<file path="config.mk">
export PLATFORM = sky130hd
export DESIGN_NAME = servo_pwm_generator_4ch_unit
export DESIGN_NICKNAME = d
export VERILOG_FILES = /design/src/sv/spg_pkg.sv /design/src/sv/spg_ctrl.sv /design/src/sv/spg_dp.sv /design/src/sv/spg_outq.sv /design/src/sv/servo_pwm_generator_4ch_unit.sv
export SDC_FILE = /design/constraint.sdc
export NUM_CORES = 1
export LEC_CHECK = 0
export BUFFER_PORTS_ARGS = -buffer_cell sky130_fd_sc_hd__buf_4
export CELL_PAD_IN_SITES_DETAIL_PLACEMENT = 0
export CELL_PAD_IN_SITES_GLOBAL_PLACEMENT = 1
export CORE_MARGIN = 1.5
export CORE_UTILIZATION = 54
export CTS_CLUSTER_DIAMETER = 120
export DETAILED_ROUTE_END_ITERATION = 7
export PLACE_DENSITY = 0.91
export SYNTH_ARGS = -nofsm -noshare
export SYNTH_HDL_FRONTEND = slang
export SYNTH_SLANG_ARGS = --single-unit
</file>
<file path="constraint.sdc">
create_clock -name clk -period 8 [get_ports clk]
set_input_delay 0.8 -clock clk [delete_from_list [all_inputs] [get_ports clk]]
set_output_delay 0.8 -clock clk [all_outputs]
set_load 0.02 [all_outputs]
</file>
<file path="src/sv/spg_pkg.sv">
package spg_pkg;

	// input item function codes
	typedef enum logic [1:0] {
		FUNC_TICK  = 2'd0,
		FUNC_SERVO = 2'd1,
		FUNC_ESC   = 2'd2,
		FUNC_NONE  = 2'd3
	} func_t;

	// configuration register indexes
	localparam logic REG_PERIOD      = 1'b0;
	localparam logic REG_US_PER_TICK = 1'b1;

	localparam int CFG_W      = 16;
	localparam int PIN_OUT_W  = 4;
	localparam int US_W       = 12;
	localparam int DVD_W      = 25;
	localparam int DIV_STEPS  = DVD_W;
	localparam int STEP_W     = $clog2(DIV_STEPS);

	localparam logic [CFG_W-1:0] PERIOD_RST    = 16'd63396;
	localparam logic [CFG_W-1:0] US_PER_TICK_RST = 16'd3155;
	localparam logic [CFG_W-1:0] WIDTH_RST     = 16'd12000;
	localparam logic [13:0]      US_SCALE      = 14'd10000;

	localparam logic signed [16:0] SERVO_MIN   = -17'sd150;
	localparam logic signed [16:0] SERVO_MAX   = 17'sd150;
	localparam logic signed [16:0] ESC_MAX     = 17'sd100;
	localparam logic [US_W-1:0]    SERVO_MID   = 12'd1500;
	localparam logic [US_W-1:0]    ESC_BASE    = 12'd1000;

	typedef struct packed {
		logic tick;      // advance the frame counter
		logic load;      // convert value and start a divide
		logic step;      // one divide iteration
		logic store_wr;  // write the quotient into the width store
		logic push;      // push a result item
	} spg_cmd_t;

	typedef struct packed {
		logic div_last;
	} spg_sts_t;

	typedef struct packed {
		logic [PIN_OUT_W-1:0] pins;
		logic                 start;
	} spg_res_t;

endpackage

</file>
<file path="src/sv/spg_ctrl.sv">
module spg_ctrl
	import spg_pkg::*;
(
	input  logic     clk,
	input  logic     arst_n,
	input  logic     in_valid,
	input  func_t    func,
	input  logic     q_full,
	input  spg_sts_t sts,
	output logic     in_stall,
	output spg_cmd_t cmd
);

	typedef enum logic [1:0] {
		ST_IDLE,
		ST_DIV,
		ST_WB
	} state_t;

	state_t state_q;
	logic   accept;

	assign in_stall = (state_q != ST_IDLE) | q_full;
	assign accept   = in_valid & ~in_stall;

	always_comb begin
		cmd = '0;
		unique case (state_q)
			ST_IDLE: begin
				if (accept) begin
					unique case (func) inside
						FUNC_TICK: begin
							cmd.tick = 1'b1;
							cmd.push = 1'b1;
						end
						FUNC_SERVO, FUNC_ESC: cmd.load = 1'b1;
						default: cmd.push = 1'b1;
					endcase
				end
			end
			ST_DIV: cmd.step = 1'b1;
			ST_WB: begin
				cmd.store_wr = 1'b1;
				cmd.push     = 1'b1;
			end
			default: cmd = '0;
		endcase
	end

	always_ff @(posedge clk or negedge arst_n) begin
		if (!arst_n) begin
			state_q <= ST_IDLE;
		end else begin
			unique case (state_q)
				ST_IDLE: if (cmd.load) state_q <= ST_DIV;
				ST_DIV:  if (sts.div_last) state_q <= ST_WB;
				ST_WB:   state_q <= ST_IDLE;
				default: state_q <= ST_IDLE;
			endcase
		end
	end

endmodule

</file>
<file path="src/sv/spg_dp.sv">
module spg_dp
	import spg_pkg::*;
#(
	parameter int NUM_CHANNELS = 4
) (
	input  logic                    clk,
	input  logic                    arst_n,
	input  logic                    cfg_wr,
	input  logic                    cfg_index,
	input  logic [CFG_W-1:0]        cfg_data,
	input  func_t                   func,
	input  logic [1:0]              channel,
	input  logic signed [16:0]      value,
	input  spg_cmd_t                cmd,
	output spg_sts_t                sts,
	output spg_res_t                res
);

	logic [CFG_W-1:0]        period_q;
	logic [CFG_W-1:0]        upt_q;
	logic [CFG_W-1:0]        cnt_q;
	logic [CFG_W-1:0]        width_q [NUM_CHANNELS];
	logic [CFG_W-1:0]        cmp_q   [NUM_CHANNELS];
	logic [NUM_CHANNELS-1:0] pins_q;
	logic [1:0]              chan_q;
	logic                    chan_ok_q;
	logic [DVD_W-1:0]        dvd_q;
	logic [CFG_W:0]          rem_q;
	logic [STEP_W-1:0]       step_q;

	logic                    wrap;
	logic [CFG_W-1:0]        cnt_inc;
	logic [CFG_W-1:0]        cnt_next;
	logic [NUM_CHANNELS-1:0] pins_next;
	logic signed [16:0]      v_servo;
	logic signed [16:0]      v_esc;
	logic [US_W-1:0]         us;
	logic [DVD_W-1:0]        dividend;
	logic [CFG_W:0]          rem_sh;
	logic                    q_bit;
	logic [CFG_W-1:0]        quot_sat;

	// frame counter step
	assign wrap     = cnt_q >= period_q;
	assign cnt_inc  = cnt_q + 16'd1;
	assign cnt_next = wrap ? '0 : cnt_inc;

	always_comb begin
		for (int i = 0; i < NUM_CHANNELS; i++) begin
			if (wrap) pins_next[i] = (width_q[i] != '0);
			else      pins_next[i] = pins_q[i] & (cmp_q[i] != cnt_inc);
		end
	end

	// result: pins after this item, low lanes only
	always_comb begin
		res.start = cmd.tick & wrap;
		for (int i = 0; i < PIN_OUT_W; i++) begin
			if (i < NUM_CHANNELS) begin
				res.pins[i] = cmd.tick ? pins_next[i % NUM_CHANNELS]
				                       : pins_q[i % NUM_CHANNELS];
			end else begin
				res.pins[i] = 1'b0;
			end
		end
	end

	// value to microseconds, shift-add only
	always_comb begin
		v_servo = value;
		if (value < SERVO_MIN) v_servo = SERVO_MIN;
		if (value > SERVO_MAX) v_servo = SERVO_MAX;
		v_esc = value;
		if (value < 17'sd0)   v_esc = '0;
		if (value > ESC_MAX)  v_esc = ESC_MAX;
		if (func == FUNC_SERVO) begin
			us = SERVO_MID + US_W'(v_servo <<< 2) + US_W'(v_servo);
		end else begin
			us = ESC_BASE + US_W'(v_esc <<< 3) + US_W'(v_esc <<< 1);
		end
	end

	assign dividend = DVD_W'({13'd0, us} * {11'd0, US_SCALE});

	// restoring divide, one quotient bit per cycle; dvd_q collects the quotient
	assign rem_sh   = {rem_q[CFG_W-1:0], dvd_q[DVD_W-1]};
	assign q_bit    = rem_sh >= {1'b0, upt_q};
	assign quot_sat = (|dvd_q[DVD_W-1:CFG_W]) ? '1 : dvd_q[CFG_W-1:0];
	assign sts.div_last = step_q == STEP_W'(DIV_STEPS - 1);

	always_ff @(posedge clk or negedge arst_n) begin
		if (!arst_n) begin
			period_q <= PERIOD_RST;
			upt_q    <= US_PER_TICK_RST;
			cnt_q    <= '0;
			pins_q   <= '0;
			for (int i = 0; i < NUM_CHANNELS; i++) begin
				width_q[i] <= WIDTH_RST;
				cmp_q[i]   <= '0;
			end
		end else begin
			if (cfg_wr) begin
				case (cfg_index)
					REG_PERIOD:      period_q <= cfg_data;
					REG_US_PER_TICK: upt_q    <= cfg_data;
					default:         ;
				endcase
			end
			if (cmd.tick) begin
				cnt_q  <= cnt_next;
				pins_q <= pins_next;
				if (wrap) begin
					for (int i = 0; i < NUM_CHANNELS; i++) cmp_q[i] <= width_q[i];
				end
			end
			if (cmd.store_wr && chan_ok_q) begin
				for (int i = 0; i < NUM_CHANNELS; i++) begin
					if (32'(chan_q) == i) width_q[i] <= quot_sat;
				end
			end
		end
	end

	// divider payload, no reset needed
	always_ff @(posedge clk) begin
		if (cmd.load) begin
			dvd_q     <= dividend;
			rem_q     <= '0;
			step_q    <= '0;
			chan_q    <= channel;
			chan_ok_q <= 32'(channel) < NUM_CHANNELS;
		end else if (cmd.step) begin
			dvd_q  <= {dvd_q[DVD_W-2:0], q_bit};
			rem_q  <= q_bit ? rem_sh - {1'b0, upt_q} : rem_sh;
			step_q <= step_q + STEP_W'(1);
		end
	end

endmodule

</file>
<file path="src/sv/spg_outq.sv">
module spg_outq
	import spg_pkg::*;
(
	input  logic     clk,
	input  logic     arst_n,
	input  logic     push,
	input  spg_res_t push_data,
	input  logic     out_stall,
	output logic     out_valid,
	output spg_res_t head,
	output logic     full
);

	// two-entry result queue: head register plus skid entry
	logic [1:0] count_q;
	spg_res_t   head_q;
	spg_res_t   tail_q;
	logic       pop;

	assign out_valid = count_q != 2'd0;
	assign full      = count_q == 2'd2;
	assign pop       = out_valid & ~out_stall;
	assign head      = head_q;

	always_ff @(posedge clk or negedge arst_n) begin
		if (!arst_n) begin
			count_q <= '0;
		end else begin
			count_q <= count_q + 2'(push) - 2'(pop);
		end
	end

	always_ff @(posedge clk) begin
		case ({push, pop})
			2'b10: begin
				if (count_q == 2'd0) head_q <= push_data;
				else                 tail_q <= push_data;
			end
			2'b01: head_q <= tail_q;
			2'b11: begin
				if (count_q == 2'd1) begin
					head_q <= push_data;
				end else begin
					head_q <= tail_q;
					tail_q <= push_data;
				end
			end
			default: ;
		endcase
	end

endmodule

</file>
<file path="src/sv/servo_pwm_generator_4ch_unit.sv">
// Four-channel RC servo / ESC pulse generator.
//
// Input channel (in_valid / in_stall): func, channel, value. A tick item
// advances the frame counter; at wrap the stored pulse widths become the
// compare values and pins with a nonzero width go high, and each pin drops when the counter
// reaches its compare. Set items convert a clamped deflection into ticks and
// store it for the channel, taking effect at the next frame start.
// Output channel (out_valid / out_stall): one item per input item with the
// pin levels after that item and frame_start.
// Config port (cfg_valid / cfg_ready, always ready): index 0 period_ticks,
// index 1 us_per_tick_scaled. Write only while the block is idle.
// Timing: tick and unused codes finish on accept, result valid the cycle after
// accept. A set item runs load, 25 restoring divide iterations of the shared
// divider, then write-back; the next item is accepted after that.
// A two-entry output queue lets inputs keep flowing while one result waits;
// with the queue full, in_stall is held high until the receiver takes one.
// Reset: counter and compares zero, pins low, widths 12000, config defaults.
module servo_pwm_generator_4ch_unit
	import spg_pkg::*;
#(
	parameter int NUM_CHANNELS = 4
) (
	input  logic                 clk,
	input  logic                 arst_n,
	input  logic                 in_valid,
	output logic                 in_stall,
	input  logic [1:0]           func,
	input  logic [1:0]           channel,
	input  logic signed [16:0]   value,
	output logic                 out_valid,
	input  logic                 out_stall,
	output logic [PIN_OUT_W-1:0] pin_levels,
	output logic                 frame_start,
	input  logic                 cfg_valid,
	output logic                 cfg_ready,
	input  logic                 cfg_index,
	input  logic [CFG_W-1:0]     cfg_data
);

	spg_cmd_t cmd;
	spg_sts_t sts;
	spg_res_t res;
	spg_res_t head;
	logic     q_full;
	func_t    func_c;

	assign cfg_ready = 1'b1;
	assign func_c    = func_t'(func);

	spg_ctrl u_ctrl (
		.clk      (clk),
		.arst_n   (arst_n),
		.in_valid (in_valid),
		.func     (func_c),
		.q_full   (q_full),
		.sts      (sts),
		.in_stall (in_stall),
		.cmd      (cmd)
	);

	spg_dp #(
		.NUM_CHANNELS (NUM_CHANNELS)
	) u_dp (
		.clk       (clk),
		.arst_n    (arst_n),
		.cfg_wr    (cfg_valid & cfg_ready),
		.cfg_index (cfg_index),
		.cfg_data  (cfg_data),
		.func      (func_c),
		.channel   (channel),
		.value     (value),
		.cmd       (cmd),
		.sts       (sts),
		.res       (res)
	);

	spg_outq u_outq (
		.clk       (clk),
		.arst_n    (arst_n),
		.push      (cmd.push),
		.push_data (res),
		.out_stall (out_stall),
		.out_valid (out_valid),
		.head      (head),
		.full      (q_full)
	);

	assign pin_levels  = head.pins;
	assign frame_start = head.start;

	// a set item blocks the input until its write-back
	a_set_busy: assert property (@(posedge clk) disable iff (!arst_n)
		cmd.load |=> in_stall)
		else $error("input not stalled during divide");

	// a tick result is presented on the next cycle
	a_tick_result: assert property (@(posedge clk) disable iff (!arst_n)
		cmd.tick |=> out_valid)
		else $error("tick result missing");

	// never push into a full queue that is not draining
	a_no_overflow: assert property (@(posedge clk) disable iff (!arst_n)
		!(cmd.push && q_full && out_stall))
		else $error("result queue overflow");

	// only one command source per cycle: tick and divide never overlap
	a_cmd_excl: assert property (@(posedge clk) disable iff (!arst_n)
		$onehot0({cmd.tick, cmd.load, cmd.step, cmd.store_wr}))
		else $error("conflicting datapath commands");

endmodule
</file>
==> metrics, run 1 <==
run status finished, final reports clean; final worst-path cycle share between 90 and 100%; clock tree from TritonCTS built; clk_lat worst skew between 0.5 and 0.6 ns; most numerous cell on the critical path ha_1; clk root buf clkbuf_16; Rows around 60; Final Hold Fails 0; GRT Util Overall 24.4%; Final Max Tran Viols 0; die height 171 µm; Syn Inst Count roughly 1500; htree depth 1; antenna viol nets, final 0; DRC 0; Yosys Warn Count 0; commonest non-fill, non-tap cell in the layout dfrtp_1; layout overhead on the synthesized area 10.5%; setup ws final between 0.5 and 0.6 ns; Reg2Reg Launch Point u_dp.cnt_q[0]; largest net degree at the start of global routing between 100 and 150; flop2flop setup slack 4.01 ns; core footprint about 28000 µm²; most frequent cells in the layout dfrtp_1 (140), inv_1 (129), nor2_1 (127); pre-CTS setup slack approximately 0.065 ns; die area just under 30000 µm²; io pins 51; global-route wire length before repair roughly 56000 µm; asr flop ratio synth 76.0%; Worst Setup Start Kind primary input; Worst-path clk slew ~0.060 ns; vias in the first global route ~11000; CP endpoint kind flip-flop; IO Port Bufs 49; final setup violation count 0; Static Leak roughly 8.0 nW; RSZ-0062 raised after global routing no; post-CTS setup buffer count 0; DRT iter0 DRCs approximately 680; Clock Tree Buf Depth 3; ys flop type dfrtp_1; initial antenna violation count 0; Crit Path Max Fanout 5; CTS Sinks roughly 240; Max-slew headroom between 10% and 20%; Pwr Density 329 nW/µm²; TritonCTS Buffers 26; setup_tns 0 ns; DR WL/cell between 15 and 20 µm; total wire length between 30000 and 40000 µm; Detailed Place HPWL roughly 26000 µm; die width ~170 µm; Reg2Reg Depth 13; WP data arrival slightly below 8 ns; worst clock skew 0.0125 ns; CTS Hold Bufs 0; Least-Margin Pin Slew ~1.2 ns; crit path kind primary input to flip-flop; gr ovfl total 0; Syn Area/Cell roughly 9.8 µm²; Layout Nets between 1500 and 2000; Initial Util ~55%; Post-synth EDFFs 33; CP Launch Point value[15]; Crit path required time 8.25 ns; MaxCap Viol Count 0; via/cell ratio roughly 5.6; Worst Setup EP u_dp.dvd_q[23]; via count of the routed design roughly 11000; post_cts resized 0; FF-to-FF End u_dp.cmp_q[58]; GPL Wtd Cong between 0.8 and 0.9; antenna diode count 0; router iterations before antenna repair 5; worst hold path type primary input to asynchronous set/reset pin; Unique masters post-synth 76; Cell Area, Synth about 15000 µm²; slowest library cell on the worst path fa_1; max incr delay on CP approximately 0.52 ns; share of cells above drive strength 1 13.0%; post-synthesis sequential area ratio roughly two fifths; Max IR drop VDD approximately 0.19 mV; post-synthesis register bit count approximately 240; Tmin final approximately 7.4 ns; Fmax approximately 0.13 GHz
-- worst min-delay path by stage --
stage                       start           endpoint  slack, ns  depth (start not counted)
detailed placement  u_dp.dvd_q[0]      u_dp.dvd_q[1]       0.47                          2
global route           channel[1]     u_dp.chan_q[1]       0.47                          1
CTS                    channel[1]     u_dp.chan_q[1]       0.47                          1
floorplan           u_dp.dvd_q[0]      u_dp.dvd_q[1]       0.44                          2
finish                     arst_n  u_dp.period_q[11]       0.45                          1
global placement    u_dp.dvd_q[0]      u_dp.dvd_q[1]       0.46                          2
-- synth_stat cells, types with 11 or more instances --
master / number / area [µm²]
a22o_1: 14 / 123
a21oi_1: 111 / 556
nand2_1: 120 / 450
dfxtp_1: 25 / 500
o21ai_0: 89 / 445
o31ai_1: 14 / 105
nor3_1: 27 / 135
mux2_2: 38 / 428
nor2_1: 128 / 480
o211ai_1: 11 / 82.6
dfrtp_1: 140 / 3500
nor2b_1: 12 / 75.1
clkbuf_1: 43 / 161
xnor2_1: 46 / 403
ha_1: 122 / 1530
nand4_1: 21 / 131
nand3_1: 24 / 120
mux2_1: 46 / 518
buf_2: 11 / 55.1
mux2i_1: 20 / 200
inv_1: 129 / 484
fa_1: 21 / 420
xor2_1: 68 / 596
dfstp_2: 44 / 1160
a21o_1: 14 / 105
nand2b_1: 12 / 75.1
edfxtp_1: 33 / 991
nor4_1: 24 / 150
-- logic make-up after synthesis --
| family | synth area share [%] |
|---|---|
| and+or+nand+nor | 13.0 |
| AOI/OAI and AO/OA | 12.7 |
| DFF | 40.5 |
| buffers and inverters | 4.84 |
| adders and majority gates | 12.8 |
| xor gates and xnor gates | 8.44 |
| muxes | 7.55 |
| other | 0.0495 |
-- state kept, by name, summed over array words and instances, names as in the netlist --
register and cells:
u_dp.chan_q 2, u_ctrl.state_q 2, u_outq.tail_q 5, u_dp.rem_q 16
u_dp.period_q 16, u_dp.cmp_q 64, u_dp.step_q 5, u_outq.count_q 2
u_dp.width_q 64, u_dp.pins_q 4, u_outq.head 5, u_dp.cnt_q 16
u_dp.upt_q 16, u_dp.dvd_q 25
-- layer usage --
metal / vias up / routed length, µm / track usage (%)
met1: 5369 / 15300 / 31.9
met4: 0 / 796 / 6.46
met2: 195 / 17000 / 43.2
met3: 52 / 1210 / 2.38
met5: - / 0 / 0
li1: 5451 / - / -
-- metrics by stage --
stage          hold slack [ns]  utilization [%]  total power [mW]  instance area (µm²)  cells
6_report                 0.446             60.5              5.51                16800   1975
4_1_cts                  0.469             60.5              5.53                16800   1975
3_3_place_gp             0.465             57.4              4.26                15900   1927
5_1_grt                  0.465             60.5              5.98                16800   1975
3_5_place_dp             0.466             57.4              4.32                15900   1927
2_1_floorplan            0.442                -              3.73                15200   1544
-- worst max-delay path, delay by kind of cell --
family / cells / cell delay, ns
AO/OA/AOI/OAI: 8 / 1.47
XOR/XNOR: 1 / 0.15
adder cells (fa/ha/maj): 9 / 3.07
buffers and inverters: 5 / 0.47
AND/OR/NAND/NOR: 8 / 1.71
-- cell type report --
| cell class | instances | area, µm² |
|---|---|---|
| clock buffers | 38 | 747 |
| clock inverters | 10 | 103 |
| fillers | 2313 | 10900 |
| inverters | 131 | 492 |
| multi-input cells | 1112 | 8310 |
| flip-flops and latches | 242 | 6150 |
| well taps | 378 | 473 |
| repair buffers | 64 | 484 |
-- where the power goes --
part	leakage, nW	internal, mW	total [mW]	switching, mW
clock network	0.420	0.710	1.18	0.474
registers	2.87	1.57	1.78	0.204
logic	4.69	1.10	2.54	1.44
(Power assumes the default switching activity.)
==> run 2, diff against run 1 <==
Settings changed: ABC_AREA from default to 1, CORE_UTILIZATION 54 to 51.
==> metrics, run 2 <==
Crit Path Max Fanout 8; Rows 63; crit path kind primary input to flip-flop; clk root buf clkbuf_16; final worst-path cycle share approximately nine tenths; die area about 32000 µm²; Reg2Reg Depth 12; met3 GRT Util under 10%; pre-CTS setup slack 0.439 ns; Cell Area, Synth around 16000 µm²; Multi-input gate area 7880 µm²; FF-to-FF End u_dp.cmp_q[57]; clock share of power 19.0%; core footprint about 30000 µm²; post-CTS setup buffer count 0; TritonCTS Buffers 26; clock tree from TritonCTS built; DRT iter0 DRCs 1024; Fill cells about 2800; power share of the combinational group 49.1%; total wire length around 38000 µm; htree depth 1; GPL Wtd Cong 0.881; NetSw between 2 and 3 mW; largest cells by area after synthesis dfrtp_1 (23%), nand2_1 (13%), ha_1 (9.8%); Syn Inst Count ~2000; global-route wire length before repair 63500 µm; via/cell ratio 5.31; gr ovfl total 0; RSZ-0062 raised after global routing no; CTS Sinks about 240; sequential cell fraction of total power approximately 32%; ys flop type dfrtp_1; Reg2Reg Launch Point u_dp.cnt_q[0]; Clock Tree Buf Depth 3; final setup violation count 0; Regs by FF count u_dp.cmp_q: 64 flops, u_dp.width_q: 64 flops, u_dp.dvd_q: 25 flops; most numerous cell on the critical path nand2_1; share of cells above drive strength 1 slightly above 8%; final non-filler cell total ~2500; post-synthesis register bit count roughly 240; Pwr Density 381 nW/µm²; CP endpoint kind flip-flop; Crit path required time between 8 and 9 ns; Fmax roughly 0.14 GHz; slowest library cell on the worst path fa_1; die width between 150 and 200 µm; Final Hold Fails 0; most frequent cells in the layout nand2_1 (548), inv_1 (350), o21ai_0 (251); antenna diode count 0; Static Leak around 8.5 nW; DRC 0; Worst Setup EP u_dp.dvd_q[24]; GRT Util Overall around a quarter; via count of the routed design 13200; Max IR drop VDD about 0.45 mV; count leader, synth nand2_1; clk_lat worst skew 0.53 ns; IO Port Bufs 49; gr busiest metal met2; Syn Area/Cell 7.61 µm²; Total Power roughly 6.5 mW; CP Launch Point value[4]; io pins between 50 and 60; die height approximately 180 µm; setup ws final 0.930 ns; max incr delay on CP between 0.5 and 0.6 ns; router iterations before antenna repair 5; flop2flop setup slack 3.96 ns; DR WL/cell about 15 µm; Pint 3.70 mW; WP data arrival ~7.4 ns; final core utilization 57.7%; Worst-path clk slew ~0.060 ns; Sw Share 43.5%; largest net degree at the start of global routing 80; CTS Hold Bufs 0; Initial Util roughly 52%; Post-synth EDFFs 33; MaxCap Viol Count 0; register area a little over 6000 µm²; Unique masters post-synth ~50; commonest non-fill, non-tap cell in the layout nand2_1; worst clock skew ~0.023 ns; vias in the first global route about 12000; Yosys Warn Count 0; grt met1 use about 36%; post_cts resized 0; layout overhead on the synthesized area 10.6%; Max-slew headroom 30.1%; asr flop ratio synth between 70% and 80%; antenna viol nets, final 0; Placed Instances approximately 2400; Least-Margin Pin Slew approximately 1.0 ns; setup_tns 0 ns; Yosys top cell area share 22.6%; Post-synth top cells nand2_1 (548), inv_1 (350), o21ai_0 (251); worst hold path type primary input to asynchronous set/reset pin; post-synthesis sequential area ratio around two fifths; initial antenna violation count 0; Detailed Place HPWL 29000 µm; run status finished, final reports clean; leading area contributor after synthesis dfrtp_1; Worst Setup Start Kind primary input; GR met2 Demand/Resource 41.0%; Final Max Tran Viols 0; Tmin final 7.07 ns; Layout Nets around 2300
-- run 2: changes by cell type after synthesis, sizes merged, moves of 14 or more --
cell,previous run,this run
nand2,121,554
inv,131,350
o21ai,97,255
mux2,84,0
nand3,25,97
xor2,68,20
a21oi,111,68
nor2,128,93
xnor2,48,17
nand4,21,44
mux2i,20,0
nor4,26,8
a22o,14,0
nor3,27,13
-- run 2: cells by family (layout without fill, tap and decap cells) --
group                      after synthesis  after routing  share of synthesized area (%)
AOI/OAI and AO/OA                      379            379                           13.1
xor gates and xnor gates                37             37                           2.09
adders and majority gates              143            143                           12.5
buffers and inverters                  405            459                           9.91
DFF                                    242            242                           39.6
other                                    2              4                         0.0483
and+or+nand+nor                        834            834                           22.7
-- run 2: area by class of cell --
cell class              instances  share of cell area [%]
clock inverters                14                   0.837
multi-input cells            1397                    45.9
repair buffers                 59                    2.60
flip-flops and latches        242                    35.8
inverters                     352                    7.70
well taps                     390                    2.84
clock buffers                  34                    4.38
-- run 2: power by group through the flow --
stage                     Sequential (mW)  Combinational [mW]  Clock, mW
after floorplan                      2.01                2.42          0
after global placement               2.09                3.08          0
after detailed placement             2.11                3.18          0
after CTS                            2.09                3.22       1.26
after global routing                 2.15                3.72       1.31
final                                2.09                3.21       1.24
-- run 2: metrics by stage --
stage	area [µm²]	hold slack, ns
floorplan	15500	0.429
global placement	16300	0.459
detailed placement	16300	0.476
CTS	17200	0.311
global route	17200	0.353
finish	17200	0.288
-- run 2: critical path: cells and delay by family --
| family | cells | cell delay (ns) |
|---|---|---|
| AO/OA/AOI/OAI | 5 | 0.97 |
| buffers and inverters | 7 | 0.68 |
| AND/OR/NAND/NOR | 15 | 1.65 |
| adder cells (fa/ha/maj) | 9 | 3.22 |
-- run 2: how the worst min path moves through the flow --
stage	startpoint	end	slack, ns	depth (start not counted)
after floorplan	u_dp.rem_q[15]	u_dp.rem_q[15]	0.43	2
after global placement	u_dp.rem_q[15]	u_dp.rem_q[15]	0.46	2
after detailed placement	u_dp.rem_q[5]	u_dp.rem_q[5]	0.48	2
after CTS	arst_n	u_dp.period_q[11]	0.31	1
after global routing	arst_n	u_dp.cnt_q[1]	0.35	1
final	arst_n	u_dp.period_q[11]	0.29	1
-- run 2: metal layers --
metal	vias up	wire length, µm
met1	6201	18100
met3	49	1450
met2	284	17600
li1	6677	-
met5	-	0
met4	0	777
==> run 3, diff against run 2 <==
Settings changed: ABC_AREA 1 to 0, CORE_UTILIZATION 51 to 54, GPL_TIMING_DRIVEN from default to 0, PLACE_DENSITY 0.91 to default, PLACE_DENSITY_LB_ADDON from default to 0.1.
==> metrics, run 3 (same netlist as run 1, synthesis figures left out) <==
run status finished, final reports clean; vias in the first global route 11100; Placed Instances around 2000; layout overhead on the synthesized area 12.0%; antenna viol nets, final 0; via count of the routed design roughly 11000; Final Hold Fails 0; Crit path required time between 8 and 9 ns; via/cell ratio ~5.7; io pins ~50; final non-filler cell total about 2000; RSZ-0062 raised after global routing no; power share of the combinational group between 40% and 50%; Worst-path clk slew ~0.06 ns; die width around 170 µm; clock tree from TritonCTS built; Multi-input gate area between 8000 and 9000 µm²; Rows 61; initial antenna violation count 1; clk root buf clkbuf_16; DR WL/cell between 15 and 20 µm; Max IR drop VDD approximately 0.63 mV; Worst Setup Start Kind primary input; FF-to-FF End u_dp.cmp_q[42]; crit path kind primary input to flip-flop; Pwr Density 333 nW/µm²; final hold slack just under 0.3 ns; Fill cells 2433; Final Max Tran Viols 0; Detailed Place HPWL slightly below 30000 µm; Max-slew headroom 42.7%; IO Port Bufs 45; worst clock skew ~0.014 ns; total wire length ~37000 µm; CTS Hold Bufs 0; Reg2Reg Depth 14; Regs by FF count u_dp.cmp_q: 64 flops, u_dp.width_q: 64 flops, u_dp.dvd_q: 25 flops; final worst-path cycle share roughly 95%; core footprint 27700 µm²; DRT iter0 DRCs roughly 760; Tmin final around 7.6 ns; Crit Path Max Fanout 8; antenna diode count 0; clk_lat worst skew between 0.5 and 0.6 ns; MaxCap Viol Count 0; gr ovfl total 0; most numerous cell on the critical path ha_1; slowest library cell on the worst path fa_1; htree depth 1; max incr delay on CP 0.55 ns; sequential cell fraction of total power approximately a third; Layout Nets roughly 1800; CTS Sinks 242; global-route wire length before repair 60500 µm; Static Leak between 8 and 9 nW; commonest non-fill, non-tap cell in the layout dfrtp_1; DRC 0; WP data arrival roughly 7.8 ns; Fmax roughly 0.13 GHz; Sw Share between 30% and 40%; TritonCTS Buffers 26; setup_tns 0 ns; Pint 3.45 mW; CP endpoint kind flip-flop; flop2flop setup slack 4.60 ns; clock share of power around 22%; register area approximately 6200 µm²; GPL Wtd Cong 0.854; router iterations before antenna repair 5; share of cells above drive strength 1 approximately 13%; Initial Util a little over half; Clock Tree Buf Depth 3; Reg2Reg Launch Point u_dp.cnt_q[0]; die height roughly 170 µm; worst hold path type primary input to asynchronous set/reset pin; largest net degree at the start of global routing between 90 and 100; GRT Util Overall 26.5%; die area 29100 µm²; most frequent cells in the layout dfrtp_1 (140), inv_1 (129), nor2_1 (127); final setup violation count 0; Least-Margin Pin Slew approximately 0.86 ns; NetSw 2.20 mW
==> run 3: cell count changes in the layout (fill, tap and decap cells not counted), moves of 47 or more <==
cell	change
xor2_1	+48
nand3_1	-72
clkbuf_1	+47
inv_1	-221
o21ai_0	-162
nand2_1	-428
==> run 3: how the worst max path moves through the flow <==
| stage | start | end |
|---|---|---|
| 3_3_place_gp | value[2] | u_dp.dvd_q[23] |
| 6_report | value[2] | u_dp.dvd_q[23] |
| 5_1_grt | value[2] | u_dp.dvd_q[23] |
| 3_5_place_dp | value[2] | u_dp.dvd_q[23] |
| 4_1_cts | value[2] | u_dp.dvd_q[23] |
| 2_1_floorplan | value[2] | u_dp.dvd_q[23] |
==> run 3: through the flow <==
step,setup WS [ns],util [%],power [mW],instance area (µm²)
finish,0.433,61.3,5.65,17000
global route,0.00160,61.3,6.14,17000
CTS,0.0661,61.1,5.67,16900
detailed placement,-0.762,57.8,4.39,16000
global placement,-0.609,57.7,4.35,16000
floorplan,0.442,-,3.73,15200
==> run 3: power by group through the flow <==
| stage | Clock (mW) | Sequential (mW) | Combinational (mW) |
|---|---|---|---|
| finish | 1.25 | 1.79 | 2.61 |
| global route | 1.33 | 1.82 | 2.99 |
| CTS | 1.27 | 1.78 | 2.62 |
| detailed placement | 0 | 1.80 | 2.59 |
| global placement | 0 | 1.80 | 2.55 |
| floorplan | 0 | 1.72 | 2.00 |
==> run 3: final cells by class <==
| cell class | count | share of cell area [%] |
|---|---|---|
| plain buffers | 59 | 1.43 |
| clock buffers | 40 | 4.74 |
| clock inverters | 8 | 0.574 |
| inverters | 131 | 2.89 |
| multi-input cells | 1112 | 49.1 |
| flip-flops and latches | 242 | 36.2 |
| well taps | 378 | 2.78 |
| repair buffers | 48 | 2.28 |
==> run 3: critical path: cells and delay by family <==
kind	cells	cell delay, ns
adder cells (fa/ha/maj)	9	3.03
AO/OA/AOI/OAI	10	1.95
AND/OR/NAND/NOR	4	0.69
buffers and inverters	5	0.55
XOR/XNOR	2	0.46
multiplexers	1	0.33
==> run 3: routing by layer <==
layer	part of all wire (%)	global-route usage (%)
met4	2.2	6.35
met1	47	37.6
met2	47	43.6
met3	3.9	2.96
met5	0	0
==> run 3: repair_timing <==
action                                  4_1_cts  5_1_grt
cloned                                        0        0
gates resized for setup                       2        9
setup buffers                                 0        2
pin swaps                                     0        1
endpoints found under the setup margin        3        5
